<file path="config.mk">
export PLATFORM = sky130hd
export DESIGN_NAME = gfl_ram
export DESIGN_NICKNAME = d
export VERILOG_FILES = /design/src/gfl_ram.sv
export SDC_FILE = /design/constraint.sdc
export NUM_CORES = 1
export LEC_CHECK = 0
export BUFFER_PORTS_ARGS = -buffer_cell sky130_fd_sc_hd__buf_2
export CORE_MARGIN = 8
export CORE_UTILIZATION = 35
export CTS_BUF_LIST = sky130_fd_sc_hd__clkbuf_16
export CTS_CLUSTER_SIZE = 28
export DETAILED_ROUTE_END_ITERATION = 8
export PLACE_DENSITY_LB_ADDON = 0.1
export SLEW_MARGIN = 20
export SYNTH_ARGS = -nofsm -noshare
export SYNTH_HDL_FRONTEND = slang
export SYNTH_SLANG_ARGS = --single-unit
</file>
<file path="constraint.sdc">
create_clock -name clk -period 1.3 [get_ports clk]
set_clock_uncertainty 0.05 [all_clocks]
set_input_delay 0.065 -clock clk [delete_from_list [all_inputs] [get_ports clk]]
set_output_delay 0.065 -clock clk [all_outputs]
set_load 0.1 [all_outputs]
</file>
<file path="src/gfl_ram.sv">
// Simple dual-port synchronous RAM: one write port, one registered read port.
// Generic; no package dependencies.
module gfl_ram #(
  parameter int WIDTH = 1,
  parameter int DEPTH = 16
) (
  input  logic                     clk,
  input  logic                     we,
  input  logic [$clog2(DEPTH)-1:0] waddr,
  input  logic [WIDTH-1:0]         wdata,
  input  logic                     re,
  input  logic [$clog2(DEPTH)-1:0] raddr,
  output logic [WIDTH-1:0]         rdata
);

  logic [WIDTH-1:0] mem [DEPTH];

  always_ff @(posedge clk) begin
    if (we) begin
      mem[waddr] <= wdata;
    end
  end

  always_ff @(posedge clk) begin
    if (re) begin
      rdata <= mem[raddr];
    end
  end

endmodule

</file>
# Yosys cells after proc, flatten, opt, wreduce, memory -nomap -nowiden
# Memory sizes are Yosys's and may differ from the RTL's. A register that Yosys moved wholly into a read port is not among the register bits.
# Index checks and enable logic that the tools add are counted.
totals:
  regBits: 0
  ram_bits: 16
  inputBits: 12
  output_inout_bits: 1
  word_cells: 3
  memories: 1
op_classes:
  muxes: 2
mem_list:
  columns: ["name", "depth", "width", "rd", "rd_clocked_by_memory_dff", "write_ports", "line", "text"]
  rows:
  - ["mem", 16, 1, 1, 1, 1, "16", "logic [WIDTH-1:0] mem [DEPTH];"]
ops:
  columns: ["operator", "count"]
  rows:
  - ["1-bit 2-to-1 mux", 2]

# Longest topological paths before layout
depth:
  depth_word: 2
  depth_mapped: 3
  ltp_nobuf: 3

# Worst setup path after synthesis
# No wires, ideal clock.
synth_timing:
  path_kind: "register -> register"
  startpoint: "memory mem[13]"
  endpoint: "register rdata, read port of mem (data pin)"
  setup_ns: 0.261
  arrival_ns: 1.013
  required_ns: 0.989
  path_slack_ns: -0.024
  path_stages_with_launch: 4
  path_buffers: 0
  synth_period_minus_slack_ns: 1.324
  cell_sequence: "edfxtp_1 > mux4_1 > mux2i_1 > mux2i_1"
synth_rtl:
  columns: ["item", "line", "text"]
  rows:
  - ["start: declaration", "16", null]
  - ["end: declaration", "13", "output logic [WIDTH-1:0] rdata"]

==> impl_metrics.tcl <==
set metrics [dict create \
    violations "negative setup slack" \
    dp_slack_ns -0.0700 \
    portBuffers 12 \
    crit_arrival_ns 1.29 \
    whs_ns 0.0985 \
    power.total_w 0.00132 \
    ys_warn_count 0 \
    antenna_found_initial 0 \
    grt_pass1_vias 510 \
    worstMarginPinSlew_ns 0.485 \
    drive_above_1_share 0.313 \
    clockBufferDepth 2 \
    wl_per_cell_um 15.3 \
    stdcell_area_um2 925 \
    status "finished, violations left" \
    setup_viol 1 \
    reg2reg_setup_slack_ns -0.05 \
    p_leak_nw 0.323 \
    drv_slew 0 \
    netlist_instances 47 \
    hold_violations 0 \
    regToRegStartpoint "mem[15]" \
    numClockSinks 17 \
    cts_root_buf "clkbuf_16" \
    syn_nets 59 \
    area_growth_pct 22.4 \
    hp-class "primary input to flip-flop" \
    drv_cap 0 \
    fin_crit_sh 1.04 \
    final_common_cell "edfxtp_1" \
    ys_types 10 \
    dp_hpwl_um 1030 \
    h-tree-depth 1 \
    ff2ff_path_depth 3 \
    p_sw_w 0.000256 \
    netlist_area_um2 756 \
    wirelength_um 1400 \
    rr_endpoint "rdata" \
    clk_latency_ns 0.24 \
    drc 0 \
    dr.pass1.iters 3 \
    rsz0062_at_grt "yes" \
    grt_use_total 0.0797 \
    gp_congestion 0.691 \
    final_cell_mix "17 x edfxtp_1, 12 x nor2_1, 12 x buf_2, 4 x nor3_1, 4 x mux4_2" \
    num_io_pins 13 \
    seq_power_share 0.470 \
    worst_setup_path_end_kind "flip-flop" \
    relSlewSlack 0.679 \
    dieWidth_um 62.5 \
    syn_area_per_cell_um2 16.1 \
    dieArea_um2 3900 \
    pwr-share-comb 0.083 \
    nFillCells 209 \
    worstPathMaxFanout 1 \
    yosys.area.top_type_share 0.675 \
    initial_core_util 0.355 \
    rows 17 \
    fin_setup_tns_ns -0.0536 \
    yosysTopAreaCell "edfxtp_1" \
    overflow 0 \
    grt_max_degree 17 \
    worstHoldStart "raddr[2]" \
    tritoncts "done" \
    synth-seq-area-share 0.675 \
    crit_required_ns 1.24 \
    min_to "rdata" \
    hold_depth 2 \
    power.share.clock 0.447 \
    grt_pass1_wl_um 2390 \
    cts-buffers-inserted 3 \
    vdd_drop_max_mv 0.593 \
    dieHeight_um 62.5 \
    intPower_w 0.00107 \
    viasPerCell 4.63 \
    antenna_left 0 \
    coreArea_um2 2130 \
    yosys_register_bits 17 \
    cts.clk_slew.worst_paths_ns 0.05 \
    num_antenna_cells 0 \
    vias 426 \
    min_period_ns 1.35 \
    switching_share 0.193 \
    crit_type "flip-flop to flip-flop" \
    clock.fmax_mhz 739 \
    drtIter0Drc 5 \
    fin_nets 77 \
    critPathLaunchType "flip-flop" \
    synthTopCellsByArea "edfxtp_1 68%, mux4_1 14%, nor2_1 6.0%" \
    layout_setup_ws_ns -0.0536 \
    dpl_cell_area_um2 836 \
    pwr_density_cell_nw_per_um2 1430 \
]
==> cells in the mapped netlist, drive strengths merged <==
| master | n |
|---|---|
| mux2i | 3 |
| nor3 | 4 |
| edfxtp | 17 |
| nand3b | 2 |
| nand2b | 2 |
| nand2 | 1 |
| mux4 | 4 |
| or3b | 1 |
| nand3 | 1 |
| nor2 | 12 |
==> power groups by stage <==
stage	Sequential (W)	Combinational (W)	Clock (W)
2_1_floorplan	0.000652	0.0000394	0
3_3_place_gp	0.000632	0.000108	0
3_5_place_dp	0.000632	0.000109	0
4_1_cts	0.000622	0.000111	0.000614
5_1_grt	0.000622	0.000118	0.000636
6_report	0.000622	0.000110	0.000592
==> flip-flops by register name, summed over array words and instances (netlist names) <==
name   count
mem       16
rdata      1
==> stage by stage <==
step / utilization / instances
after CTS: 0.435 / 92
after global routing: 0.435 / 92
after global placement: 0.393 / 87
after detailed placement: 0.393 / 87
final: 0.435 / 92
after floorplan: - / 47
==> layer usage <==
metal  track usage  vias up  part of all wire
met5             0        -                 0
met1        0.0891      194              0.46
met4        0.0513        0             0.019
met2         0.125       12              0.47
met3        0.0287        4             0.049
li1              -      216                 -
==> cells by family after synthesis <==
family / after synthesis / share of synthesized area
DFF: 17 / 0.675
and+or+nand+nor: 23 / 0.146
muxes: 7 / 0.179
==> final cells by class <==
cell class	instances	area (um2)	share of cell area
Timing Repair Buffer	13	70.1	0.0758
Tap cell	28	35.0	0.0379
Multi-Input combinational cell	30	230	0.249
Clock inverter	1	3.75	0.00406
Clock buffer	3	75.1	0.0812
Sequential cell	17	510	0.552
==> timing repair <==
item | in CTS | in global routing
endpoints found under the hold margin | 1 | 0
hold buffers | 1 | 0
endpoints found under the setup margin | 1 | 1
setup buffers | 0 | 0
gates resized for setup | 0 | 0
==> worst max path at each step <==
stage | from | endpoint | slack (ns) | cells after the start
final | mem[15] | rdata | -0.05 | 3
after global routing | mem[3] | rdata | -0.11 | 3
after CTS | mem[7] | rdata | -0.07 | 3
after detailed placement | mem[7] | rdata | -0.07 | 3
after global placement | mem[14] | rdata | -0.08 | 3
after floorplan | mem[15] | rdata | 0.007 | 3
==> worst max-delay path, cell delays in order, from the launching register on <==
cell and delay, ns:
edfxtp_1 0.35, mux4_2 0.48, mux2i_1 0.14, mux2i_1 0.08
(Power assumes the default switching activity.)
